`src/bvm_pkg.sv`:
```
package bvm_pkg;

  // Averaging depth
  localparam int SAMPLES = 16;

  // Field widths
  localparam int SAMPLE_W = 10;
  localparam int MV_W     = 15;
  localparam int PCT_W    = 7;
  localparam int CELLS_W  = 3;
  localparam int SEL_W    = 3;
  localparam int OFFSET_W = 12;
  localparam int SUM_W    = 16;
  localparam int COUNT_W  = 7;

  // Scaling: full scale of the divided input against the 5 V reference
  localparam int FULL_SCALE_MV = 28500;
  localparam int SCALE_W       = 15;
  localparam int PROD_W        = SUM_W + SCALE_W;
  localparam int AVG_DIVISOR   = SAMPLES * 1024;
  localparam int DIVD_W        = PROD_W;
  localparam int DIVS_W        = 17;
  localparam int AVG_Q_W       = PROD_W - 10;

  localparam int MV_MAX        = (1 << MV_W) - 1;
  localparam int FLAT_FLOOR_MV = 1600;
  localparam int MV_PER_TENTH  = 100;
  localparam int TENTH_W       = 9;
  localparam int PCT_SLOPE     = 99;
  localparam int PCT_MAX       = 100;

  // Configuration port
  localparam int APB_ADDR_W = 5;
  localparam int APB_DATA_W = 32;
  localparam int REG_IDX_W  = 3;

  localparam logic [REG_IDX_W-1:0] REG_CELL_SELECT = 3'd0;
  localparam logic [REG_IDX_W-1:0] REG_MIN_TWO     = 3'd1;
  localparam logic [REG_IDX_W-1:0] REG_MAX_TWO     = 3'd2;
  localparam logic [REG_IDX_W-1:0] REG_MIN_THREE   = 3'd3;
  localparam logic [REG_IDX_W-1:0] REG_MAX_THREE   = 3'd4;
  localparam logic [REG_IDX_W-1:0] REG_MIN_FOUR    = 3'd5;
  localparam logic [REG_IDX_W-1:0] REG_MAX_FOUR    = 3'd6;
  localparam logic [REG_IDX_W-1:0] REG_CAL_OFFSET  = 3'd7;

  localparam logic CMD_MONITOR = 1'b0;
  localparam logic CMD_DETECT  = 1'b1;

  localparam logic [CELLS_W-1:0] CELLS_AUTO  = 3'd0;
  localparam logic [CELLS_W-1:0] CELLS_TWO   = 3'd2;
  localparam logic [CELLS_W-1:0] CELLS_THREE = 3'd3;
  localparam logic [CELLS_W-1:0] CELLS_FOUR  = 3'd4;

  typedef struct packed {
    logic                cmd;
    logic [SAMPLE_W-1:0] sample;
  } item_t;

  typedef struct packed {
    logic [MV_W-1:0]    voltage_mv;
    logic [PCT_W-1:0]   percent;
    logic               flat;
    logic [CELLS_W-1:0] cell_count;
    logic               from_detect;
  } result_t;

  typedef struct packed {
    logic [SEL_W-1:0]           cell_select;
    logic [MV_W-1:0]            min_two_cell_mv;
    logic [MV_W-1:0]            max_two_cell_mv;
    logic [MV_W-1:0]            min_three_cell_mv;
    logic [MV_W-1:0]            max_three_cell_mv;
    logic [MV_W-1:0]            min_four_cell_mv;
    logic [MV_W-1:0]            max_four_cell_mv;
    logic signed [OFFSET_W-1:0] cal_offset_mv;
  } cfg_t;

  typedef enum logic [2:0] {
    ST_IDLE,
    ST_MUL,
    ST_DIV_AVG,
    ST_DIV_X,
    ST_DIV_LO,
    ST_DIV_HI,
    ST_DIV_P,
    ST_OUT
  } bvm_state_t;

  function automatic logic [CELLS_W-1:0] cells_in_effect(
    input logic [SEL_W-1:0]   sel,
    input logic [CELLS_W-1:0] detected
  );
    logic [CELLS_W-1:0] c;
    if (sel == CELLS_AUTO) begin
      c = detected;
    end else if (sel == CELLS_THREE || sel == CELLS_FOUR) begin
      c = sel;
    end else begin
      c = CELLS_TWO;
    end
    return c;
  endfunction

  // Add the signed offset to the scaled average, clamp to 0..MV_MAX
  function automatic logic [MV_W-1:0] clamp_mv(
    input logic [AVG_Q_W-1:0]        q,
    input logic signed [OFFSET_W-1:0] off
  );
    logic signed [AVG_Q_W+1:0] r;
    logic [MV_W-1:0]           v;
    r = $signed({2'b00, q}) + $signed({{(AVG_Q_W+2-OFFSET_W){off[OFFSET_W-1]}}, off});
    if (r[AVG_Q_W+1]) begin
      v = '0;
    end else if (|r[AVG_Q_W:MV_W]) begin
      v = MV_W'(MV_MAX);
    end else begin
      v = r[MV_W-1:0];
    end
    return v;
  endfunction

endpackage

```
`src/bvm_regs.sv`:
```
module bvm_regs (
  input  logic                            clk,
  input  logic                            rst,
  input  logic                            psel,
  input  logic                            penable,
  input  logic                            pwrite,
  input  logic [bvm_pkg::APB_ADDR_W-1:0]  paddr,
  input  logic [bvm_pkg::APB_DATA_W-1:0]  pwdata,
  output logic [bvm_pkg::APB_DATA_W-1:0]  prdata,
  output logic                            pready,
  output bvm_pkg::cfg_t                   cfg
);
  import bvm_pkg::*;

  logic                 wr_en;
  logic [REG_IDX_W-1:0] idx;

  assign wr_en  = psel & penable & pwrite;
  assign idx    = paddr[APB_ADDR_W-1:2];
  assign pready = 1'b1;

  always_ff @(posedge clk) begin
    if (rst) begin
      cfg.cell_select       <= '0;
      cfg.min_two_cell_mv   <= MV_W'(6400);
      cfg.max_two_cell_mv   <= MV_W'(8400);
      cfg.min_three_cell_mv <= MV_W'(9600);
      cfg.max_three_cell_mv <= MV_W'(12600);
      cfg.min_four_cell_mv  <= MV_W'(12800);
      cfg.max_four_cell_mv  <= MV_W'(16800);
      cfg.cal_offset_mv     <= '0;
    end else if (wr_en) begin
      case (idx)
        REG_CELL_SELECT: cfg.cell_select       <= pwdata[SEL_W-1:0];
        REG_MIN_TWO:     cfg.min_two_cell_mv   <= pwdata[MV_W-1:0];
        REG_MAX_TWO:     cfg.max_two_cell_mv   <= pwdata[MV_W-1:0];
        REG_MIN_THREE:   cfg.min_three_cell_mv <= pwdata[MV_W-1:0];
        REG_MAX_THREE:   cfg.max_three_cell_mv <= pwdata[MV_W-1:0];
        REG_MIN_FOUR:    cfg.min_four_cell_mv  <= pwdata[MV_W-1:0];
        REG_MAX_FOUR:    cfg.max_four_cell_mv  <= pwdata[MV_W-1:0];
        REG_CAL_OFFSET:  cfg.cal_offset_mv     <= $signed(pwdata[OFFSET_W-1:0]);
        default: ;
      endcase
    end
  end

  always_comb begin
    case (idx)
      REG_CELL_SELECT: prdata = APB_DATA_W'(cfg.cell_select);
      REG_MIN_TWO:     prdata = APB_DATA_W'(cfg.min_two_cell_mv);
      REG_MAX_TWO:     prdata = APB_DATA_W'(cfg.max_two_cell_mv);
      REG_MIN_THREE:   prdata = APB_DATA_W'(cfg.min_three_cell_mv);
      REG_MAX_THREE:   prdata = APB_DATA_W'(cfg.max_three_cell_mv);
      REG_MIN_FOUR:    prdata = APB_DATA_W'(cfg.min_four_cell_mv);
      REG_MAX_FOUR:    prdata = APB_DATA_W'(cfg.max_four_cell_mv);
      REG_CAL_OFFSET:  prdata = APB_DATA_W'(unsigned'(cfg.cal_offset_mv));
      default:         prdata = '0;
    endcase
  end

endmodule

```
`src/bvm_mul.sv`:
```
module bvm_mul (
  input  logic                         clk,
  input  logic                         rst,
  input  logic                         start,
  input  logic [bvm_pkg::SUM_W-1:0]    sum,
  output logic                         done,
  output logic [bvm_pkg::PROD_W-1:0]   product
);
  import bvm_pkg::*;

  localparam int CNT_W = $clog2(SUM_W);
  localparam logic [CNT_W-1:0] LAST = CNT_W'(SUM_W - 1);

  logic              busy;
  logic [CNT_W-1:0]  cnt;
  logic [SUM_W-1:0]  mplier;
  logic [PROD_W-1:0] mcand;
  logic [PROD_W-1:0] acc;

  assign product = acc;

  // One multiplier bit per cycle, LSB first
  always_ff @(posedge clk) begin
    if (rst) begin
      busy <= 1'b0;
      done <= 1'b0;
      cnt  <= '0;
    end else begin
      done <= 1'b0;
      if (start) begin
        busy <= 1'b1;
        cnt  <= '0;
      end else if (busy) begin
        cnt <= cnt + 1'b1;
        if (cnt == LAST) begin
          busy <= 1'b0;
          done <= 1'b1;
        end
      end
    end
  end

  always_ff @(posedge clk) begin
    if (start) begin
      acc    <= '0;
      mplier <= sum;
      mcand  <= PROD_W'(FULL_SCALE_MV);
    end else if (busy) begin
      if (mplier[0]) begin
        acc <= acc + mcand;
      end
      mplier <= mplier >> 1;
      mcand  <= mcand << 1;
    end
  end

endmodule

```
`src/bvm_div.sv`:
```
module bvm_div (
  input  logic                         clk,
  input  logic                         rst,
  input  logic                         start,
  input  logic [bvm_pkg::DIVD_W-1:0]   dividend,
  input  logic [bvm_pkg::DIVS_W-1:0]   divisor,
  output logic                         done,
  output logic [bvm_pkg::DIVD_W-1:0]   quotient
);
  import bvm_pkg::*;

  localparam int CNT_W = $clog2(DIVD_W);
  localparam logic [CNT_W-1:0] LAST = CNT_W'(DIVD_W - 1);

  logic              busy;
  logic [CNT_W-1:0]  cnt;
  logic [DIVD_W-1:0] work;
  logic [DIVS_W-1:0] rem;
  logic [DIVS_W-1:0] dvs;
  logic [DIVS_W:0]   trial;
  logic [DIVS_W+1:0] diff;
  logic              qbit;

  assign quotient = work;

  // Restoring division, one quotient bit per cycle, MSB first
  always_comb begin
    trial = {rem, work[DIVD_W-1]};
    diff  = {1'b0, trial} - {2'b00, dvs};
    qbit  = ~diff[DIVS_W+1];
  end

  always_ff @(posedge clk) begin
    if (rst) begin
      busy <= 1'b0;
      done <= 1'b0;
      cnt  <= '0;
    end else begin
      done <= 1'b0;
      if (start) begin
        busy <= 1'b1;
        cnt  <= '0;
      end else if (busy) begin
        cnt <= cnt + 1'b1;
        if (cnt == LAST) begin
          busy <= 1'b0;
          done <= 1'b1;
        end
      end
    end
  end

  always_ff @(posedge clk) begin
    if (start) begin
      work <= dividend;
      rem  <= '0;
      dvs  <= divisor;
    end else if (busy) begin
      rem  <= qbit ? diff[DIVS_W-1:0] : trial[DIVS_W-1:0];
      work <= {work[DIVD_W-2:0], qbit};
    end
  end

endmodule

```
`src/battery_voltage_monitor_core.sv`:
```
// Averaging battery voltage monitor. Each item is either a monitor sample
// (cmd 0) or a detection sample (cmd 1). Monitor samples are summed until
// SAMPLES have been taken; the next monitor item is dropped and instead
// triggers a result: the average scaled to millivolts plus the calibration
// offset (clamped to 0..32767), a flat flag and a 0..100 charge percentage
// against the min/max limits of the cell count in effect. Detection items
// are summed separately; the item that completes SAMPLES of them gives a
// result that also updates the detected cell count (2, 3 or 4).
// An item that only accumulates is taken without leaving the idle state,
// so the block stays ready for the next one. An item that triggers a result
// occupies the block through a bit-serial multiply by the full-scale
// constant followed by one (detection) or four or five (monitor) passes
// through a shared radix-2 restoring divider of 31 iterations each; the
// percent division is skipped when both limits fall in the same tenth.
// The result sits in an output register, so accumulating items are taken
// while it waits to be collected. Configuration is through an APB-style
// port, register i at byte address 4*i, pready always high.
module battery_voltage_monitor_core (
  input  logic                           clk,
  input  logic                           rst,
  input  logic                           item_valid,
  output logic                           item_ready,
  input  bvm_pkg::item_t                 item,
  output logic                           result_valid,
  input  logic                           result_ready,
  output bvm_pkg::result_t               result,
  input  logic                           psel,
  input  logic                           penable,
  input  logic                           pwrite,
  input  logic [bvm_pkg::APB_ADDR_W-1:0] paddr,
  input  logic [bvm_pkg::APB_DATA_W-1:0] pwdata,
  output logic [bvm_pkg::APB_DATA_W-1:0] prdata,
  output logic                           pready
);
  import bvm_pkg::*;

  localparam logic [COUNT_W-1:0] SAMPLES_C = COUNT_W'(SAMPLES);

  cfg_t cfg;

  bvm_state_t state, state_next;

  // Accumulators
  logic [SUM_W-1:0]   monitor_sum;
  logic [COUNT_W-1:0] monitor_count;
  logic [SUM_W-1:0]   detect_sum;
  logic [COUNT_W-1:0] detect_count;
  logic [CELLS_W-1:0] detected_cells;

  // Per-result working registers
  logic               is_detect;
  logic [MV_W-1:0]    mv;
  logic [TENTH_W-1:0] tx;
  logic [TENTH_W-1:0] tlo;
  logic [TENTH_W-1:0] thi;
  logic [PCT_W-1:0]   pct;
  logic               div_go, div_go_next;

  logic               accept;
  logic               fire;
  logic [SUM_W-1:0]   dsum_add;
  logic [COUNT_W-1:0] dcount_add;
  logic [SUM_W-1:0]   mul_sum;
  logic               mul_done;
  logic [PROD_W-1:0]  product;
  logic               div_done;
  logic [DIVD_W-1:0]  div_q;
  logic [DIVD_W-1:0]  div_dividend;
  logic [DIVS_W-1:0]  div_divisor;
  logic               out_load;

  logic [CELLS_W-1:0] cells_eff;
  logic [MV_W-1:0]    lo_mv;
  logic [MV_W-1:0]    hi_mv;
  logic [MV_W-1:0]    mv_new;
  logic [TENTH_W-1:0] q_tenth;

  logic signed [TENTH_W:0]   diff_s;
  logic signed [TENTH_W:0]   den_s;
  logic signed [TENTH_W+7:0] num_s;
  logic [TENTH_W+7:0]        num_mag;
  logic [TENTH_W:0]          den_mag;
  logic                      p_neg;
  logic [MV_W:0]             p_q;

  bvm_regs u_regs (
    .clk     (clk),
    .rst     (rst),
    .psel    (psel),
    .penable (penable),
    .pwrite  (pwrite),
    .paddr   (paddr),
    .pwdata  (pwdata),
    .prdata  (prdata),
    .pready  (pready),
    .cfg     (cfg)
  );

  bvm_mul u_mul (
    .clk     (clk),
    .rst     (rst),
    .start   (fire),
    .sum     (mul_sum),
    .done    (mul_done),
    .product (product)
  );

  bvm_div u_div (
    .clk      (clk),
    .rst      (rst),
    .start    (div_go),
    .dividend (div_dividend),
    .divisor  (div_divisor),
    .done     (div_done),
    .quotient (div_q)
  );

  // Input decode: does this item accumulate or trigger a result?
  always_comb begin
    accept     = item_valid & item_ready;
    dsum_add   = detect_sum + SUM_W'(item.sample);
    dcount_add = detect_count + 1'b1;
    if (item.cmd == CMD_DETECT) begin
      fire    = accept && (dcount_add >= SAMPLES_C);
      mul_sum = dsum_add;
    end else begin
      fire    = accept && (monitor_count >= SAMPLES_C);
      mul_sum = monitor_sum;
    end
  end

  // Limits of the cell count in effect
  always_comb begin
    cells_eff = cells_in_effect(cfg.cell_select, detected_cells);
    case (cells_eff)
      CELLS_FOUR: begin
        lo_mv = cfg.min_four_cell_mv;
        hi_mv = cfg.max_four_cell_mv;
      end
      CELLS_THREE: begin
        lo_mv = cfg.min_three_cell_mv;
        hi_mv = cfg.max_three_cell_mv;
      end
      default: begin
        lo_mv = cfg.min_two_cell_mv;
        hi_mv = cfg.max_two_cell_mv;
      end
    endcase
  end

  // Percent numerator and denominator in tenths of a volt, sign split off
  always_comb begin
    mv_new  = clamp_mv(div_q[AVG_Q_W-1:0], cfg.cal_offset_mv);
    q_tenth = div_q[TENTH_W-1:0];
    diff_s  = $signed({1'b0, tx}) - $signed({1'b0, tlo});
    den_s   = $signed({1'b0, thi}) - $signed({1'b0, tlo});
    num_s   = (TENTH_W+8)'(diff_s) * $signed((TENTH_W+8)'(PCT_SLOPE));
    num_mag = num_s[TENTH_W+7] ? (TENTH_W+8)'(-num_s) : num_s;
    den_mag = den_s[TENTH_W] ? (TENTH_W+1)'(-den_s) : den_s;
    p_neg   = num_s[TENTH_W+7] ^ den_s[TENTH_W];
    p_q     = div_q[MV_W:0];
  end

  // Next state
  always_comb begin
    state_next = state;
    case (state)
      ST_IDLE:    if (fire) state_next = ST_MUL;
      ST_MUL:     if (mul_done) state_next = ST_DIV_AVG;
      ST_DIV_AVG: if (div_done) state_next = is_detect ? ST_OUT : ST_DIV_X;
      ST_DIV_X:   if (div_done) state_next = ST_DIV_LO;
      ST_DIV_LO:  if (div_done) state_next = ST_DIV_HI;
      ST_DIV_HI: begin
        if (div_done) begin
          state_next = (q_tenth == tlo) ? ST_OUT : ST_DIV_P;
        end
      end
      ST_DIV_P:   if (div_done) state_next = ST_OUT;
      ST_OUT:     if (out_load) state_next = ST_IDLE;
      default:    state_next = ST_IDLE;
    endcase
  end

  // Control outputs and divider operand select
  always_comb begin
    item_ready  = (state == ST_IDLE);
    out_load    = (state == ST_OUT) && (!result_valid || result_ready);
    div_go_next = (state_next != state) &&
                  (state_next inside {ST_DIV_AVG, ST_DIV_X, ST_DIV_LO, ST_DIV_HI, ST_DIV_P});
    case (state)
      ST_DIV_X: begin
        div_dividend = DIVD_W'(mv);
        div_divisor  = DIVS_W'(MV_PER_TENTH);
      end
      ST_DIV_LO: begin
        div_dividend = DIVD_W'(lo_mv);
        div_divisor  = DIVS_W'(MV_PER_TENTH);
      end
      ST_DIV_HI: begin
        div_dividend = DIVD_W'(hi_mv);
        div_divisor  = DIVS_W'(MV_PER_TENTH);
      end
      ST_DIV_P: begin
        div_dividend = DIVD_W'(num_mag);
        div_divisor  = DIVS_W'(den_mag);
      end
      default: begin
        div_dividend = product;
        div_divisor  = DIVS_W'(AVG_DIVISOR);
      end
    endcase
  end

  always_ff @(posedge clk) begin
    if (rst) begin
      state  <= ST_IDLE;
      div_go <= 1'b0;
    end else begin
      state  <= state_next;
      div_go <= div_go_next;
    end
  end

  // Accumulators and detected cell count
  always_ff @(posedge clk) begin
    if (rst) begin
      monitor_sum    <= '0;
      monitor_count  <= '0;
      detect_sum     <= '0;
      detect_count   <= '0;
      detected_cells <= CELLS_TWO;
      is_detect      <= 1'b0;
    end else begin
      if (accept) begin
        if (item.cmd == CMD_DETECT) begin
          // Sample counts toward the average; clear once the set is complete
          if (fire) begin
            detect_sum   <= '0;
            detect_count <= '0;
          end else begin
            detect_sum   <= dsum_add;
            detect_count <= dcount_add;
          end
        end else if (fire) begin
          // Drop this sample; it only triggers the result
          monitor_sum   <= '0;
          monitor_count <= '0;
        end else begin
          monitor_sum   <= monitor_sum + SUM_W'(item.sample);
          monitor_count <= monitor_count + 1'b1;
        end
        if (fire) begin
          is_detect <= (item.cmd == CMD_DETECT);
        end
      end
      if (state == ST_DIV_AVG && div_done && is_detect) begin
        if (mv_new < cfg.min_four_cell_mv) begin
          detected_cells <= (mv_new < cfg.min_three_cell_mv) ? CELLS_TWO : CELLS_THREE;
        end else begin
          detected_cells <= CELLS_FOUR;
        end
      end
    end
  end

  // Working values, written as each division completes
  always_ff @(posedge clk) begin
    if (div_done) begin
      case (state)
        ST_DIV_AVG: mv  <= mv_new;
        ST_DIV_X:   tx  <= q_tenth;
        ST_DIV_LO:  tlo <= q_tenth;
        ST_DIV_HI: begin
          thi <= q_tenth;
          // Equal limits: full or empty, nothing in between
          pct <= (tx >= q_tenth) ? PCT_W'(PCT_MAX) : '0;
        end
        ST_DIV_P: begin
          // Quotient truncates toward zero; add one and clamp to 0..100
          if (p_neg) begin
            pct <= (p_q == '0) ? PCT_W'(1) : '0;
          end else if (p_q >= (MV_W+1)'(PCT_MAX - 1)) begin
            pct <= PCT_W'(PCT_MAX);
          end else begin
            pct <= PCT_W'(p_q) + 1'b1;
          end
        end
        default: ;
      endcase
    end
  end

  // Output register; hold the result until it is taken
  always_ff @(posedge clk) begin
    if (rst) begin
      result_valid <= 1'b0;
    end else if (out_load) begin
      result_valid <= 1'b1;
    end else if (result_ready) begin
      result_valid <= 1'b0;
    end
  end

  always_ff @(posedge clk) begin
    if (out_load) begin
      result.voltage_mv  <= mv;
      result.percent     <= is_detect ? '0 : pct;
      result.flat        <= !is_detect && (mv < lo_mv) &&
                            (mv > MV_W'(FLAT_FLOOR_MV));
      result.cell_count  <= cells_eff;
      result.from_detect <= is_detect;
    end
  end

endmodule

```
`config.mk`:
```
export PLATFORM = sky130hd
export DESIGN_NAME = battery_voltage_monitor_core
export DESIGN_NICKNAME = d
export VERILOG_FILES = /design/src/bvm_pkg.sv /design/src/bvm_regs.sv /design/src/bvm_mul.sv /design/src/bvm_div.sv /design/src/battery_voltage_monitor_core.sv
export SDC_FILE = /design/constraint.sdc
export NUM_CORES = 1
export LEC_CHECK = 0
export ABC_AREA = 1
export ABC_CLOCK_PERIOD_IN_PS = 6210
export BUFFER_PORTS_ARGS = -buffer_cell sky130_fd_sc_hd__buf_2
export CELL_PAD_IN_SITES_DETAIL_PLACEMENT = 2
export CELL_PAD_IN_SITES_GLOBAL_PLACEMENT = 2
export CORE_ASPECT_RATIO = 2
export CORE_MARGIN = 4
export CORE_UTILIZATION = 35
export CTS_BUF_LIST = sky130_fd_sc_hd__clkbuf_8
export DETAILED_ROUTE_END_ITERATION = 7
export PLACE_DENSITY_LB_ADDON = 0.1
export SLEW_MARGIN = 20
export SYNTH_ARGS = -nofsm -noshare
export SYNTH_HDL_FRONTEND = slang
export SYNTH_SLANG_ARGS = --single-unit
```
`constraint.sdc`:
```
create_clock -name clk -period 6.21 [get_ports clk]
set_clock_uncertainty 0.15 [all_clocks]
set_input_delay 0.3105 -clock clk [delete_from_list [all_inputs] [get_ports clk]]
set_output_delay 0.3105 -clock clk [all_outputs]
set_load 0.03 [all_outputs]
```
==> impl_metrics.tcl <==
set metrics [dict create \
    power.leakage_nw 12.1 \
    mostFrequentLayoutCell "nand2_1" \
    grt_usage_pct 28.1 \
    end_kind "flip-flop" \
    clockPowerShare_pct 36.9 \
    slew_headroom_pct 25.0 \
    grt_max_degree 61 \
    die_h_um 379 \
    crit_fanout 3 \
    final_hold_viol_count 0 \
    min_period_ns 5.89 \
    cts_tree "built" \
    period_share_pct 94.9 \
    drive_gt1_share_pct 10.6 \
    syn2layout_area_growth_pct 13.7 \
    die-area_mm2 0.0735 \
    synthCells 3145 \
    fp.coreArea_mm2 0.0686 \
    syn-mean-instance-area_um2 7.68 \
    fillers 7989 \
    num_rows 136 \
    drtIter0Drc 962 \
    final_cell_mix "nand2_1 (568), inv_1 (446), nor2_1 (298)" \
    dp_hpwl_um 84800 \
    arrival_ns 6.32 \
    gp_congestion 0.908 \
    synth_top_area_share_pct 20.6 \
    first_pass_iters 4 \
    io_pins 117 \
    remaining_drc_errors 0 \
    p_int_mw 4.33 \
    synth_largest_area_cell "dfxtp_1" \
    final_antenna_net_count 0 \
    yosysWarnings 0 \
    via_per_inst 5.51 \
    setup_viol 0 \
    hold_class "primary input to flip-flop" \
    ys_top_cells_by_area "dfxtp_1 (21%), edfxtp_1 (17%), ha_1 (10%), nand2_1 (8.8%), inv_1 (6.7%)" \
    fmax_ghz 0.170 \
    fin_nets 3566 \
    synth-seq-cells 382 \
    port_buffers 79 \
    tightest_slew_ns 1.13 \
    fin_cells 4243 \
    required_ns 6.64 \
    antenna_found_initial 5 \
    async_reset_ff_share_pct 0 \
    synth_edf_count 134 \
    ir_drop_mv 0.152 \
    cts-root-buf "clkbuf_8" \
    cts.reportedPaths.clkPinSlew_ns 0.07 \
    switching_share_pct 32.1 \
    routed_wl_um 107000 \
    floorplan.initialDensity_pct 35.2 \
    vias 23400 \
    slowest_delay_ns 0.54 \
    p_seq_share_pct 44.7 \
    syn_area_mm2 0.0241 \
    crit_top_cell "nand2_1" \
    critPathSlowestCell "fa_1" \
    gr-total-overflow 0 \
    critPathLaunchType "flip-flop" \
    numCtsBuffers 61 \
    place_inst 4091 \
    drv_slew 0 \
    setup.worst_path.class "flip-flop to flip-flop" \
    pwr-share-comb_pct 18.3 \
    p_sw_mw 2.05 \
    setup_tns_ns 0 \
    wire_per_inst_um 25.1 \
    clock_latency_ns 0.71 \
    ys_seq_area_share_pct 37.2 \
    grt_pass1_wl_um 157000 \
    max_cap_violations 0 \
    die_w_um 194 \
    synth_cell_types 68 \
    power_density_mw_per_mm2 233 \
    synthFlopType "dfxtp_1" \
    cts_sinks 382 \
    status "finished, final reports clean" \
    clock_path_buffers 3 \
    cts_htree_levels 2 \
    grt_pass1_vias 26600 \
]
routing by layer:
metal	wire length (µm)	share of wire, %	track usage [%]	up-vias
met5	13	0.012	0	-
met4	10000	9.4	22.0	2
met3	3360	3.2	3.54	338
met2	60100	56	57.6	534
met1	33100	31	23.5	11700
li1	-	-	-	10800
cell type report:
class	instances	area, µm²	area share (%)
multi-input combinational	2211	13100	47.8
clock inverter	39	253	0.920
timing repair buffer	180	1230	4.47
antenna	4	10.0	0.0365
tap	897	1120	4.09
inverter	455	1710	6.23
clock buffer	75	1030	3.76
sequential	382	8990	32.7
metrics by stage:
step | cell area, µm² | power [mW] | util (%) | hold slack (ns) | setup slack [ns]
global route | 27500 | 6.72 | 40.0 | 0.0866 | -0.0392
floorplan | 24200 | 3.68 | - | 0.256 | 0.723
global placement | 25700 | 3.99 | 37.5 | 0.282 | 0.0824
detailed placement | 25700 | 4.07 | 37.5 | 0.306 | -0.0494
finish | 27500 | 6.39 | 40.0 | 0.0874 | 0.318
CTS | 27300 | 6.48 | 39.8 | 0.00431 | 0.000854
cell usage after synthesis (all sizes together) (7+ instances only):
library cell  count
a31oi            19
o22ai            34
a2111oi           7
ha              199
a211oi           12
edfxtp          134
clkbuf           75
fa               21
or2               7
dfxtp           248
nor2            320
o21ai           248
o211ai           40
o2111ai           9
inv             450
nor4             13
xnor2            17
nand2           580
o21bai           11
nand3b            8
nor3             52
o31ai            10
xor2             79
a221oi           24
o221ai           12
nand3           109
a21oi           301
buf              38
nand4            21
a22oi             8
logic make-up after synthesis:
kind of cell               synth area share [%]
and+or+nand+nor                            19.5
AOI/OAI and AO/OA                          18.2
buffers and inverters                      9.31
DFF                                        37.2
adders and majority gates                  12.1
xor gates and xnor gates                   3.62
other                                    0.0311
worst paths after layout:
kind	slack (ns)	start	endpoint	cells after the start
hold / removal	0.09	paddr[3]	u_regs.cfg[103]	6
hold reg to reg	0.31	monitor_count[5]	monitor_count[5]	2
setup reg to reg	0.32	tx[0]	u_div.quotient[13]	32
setup / recovery	0.32	tx[0]	u_div.quotient[13]	32
critical path: cells and delay by family (launching register included):
kind	cells	cell delay [ns]
and+or+nand+nor	9	0.92
AOI/OAI and AO/OA	9	1.23
buffers and inverters	6	0.52
xor gates and xnor gates	2	0.48
adders and majority gates	6	2.06
DFF	1	0.38
flip-flops by register name (all words and copies together), names as in the netlist, 3 cells and up:
name / count
u_mul.cnt: 4
u_div.dvs: 11
monitor_count: 7
u_div.quotient: 31
mv: 15
u_regs.cfg: 105
result: 27
monitor_sum: 16
u_div.rem: 17
u_div.cnt: 5
u_mul.mcand: 29
detect_count: 7
u_mul.mplier: 16
detect_sum: 16
u_mul.product: 29
tx: 9
state: 3
tlo: 9
thi: 9
pct: 7
detected_cells: 3
what timing repair did:
item	in CTS	in global routing
pin swaps	3	8
endpoints found under the setup margin	2	23
setup buffers	1	5
endpoints found under the hold margin	135	0
resized for setup	3	25
hold buffers	28	0
power groups by stage:
stage	registers, mW	clock network, mW	logic, mW
final	2.86	2.36	1.17
after global routing	2.87	2.53	1.32
after CTS	2.86	2.44	1.18
after detailed placement	2.91	0	1.16
after global placement	2.90	0	1.09
after floorplan	2.85	0	0.833
Note: power is estimated with default switching activity, not from simulation.
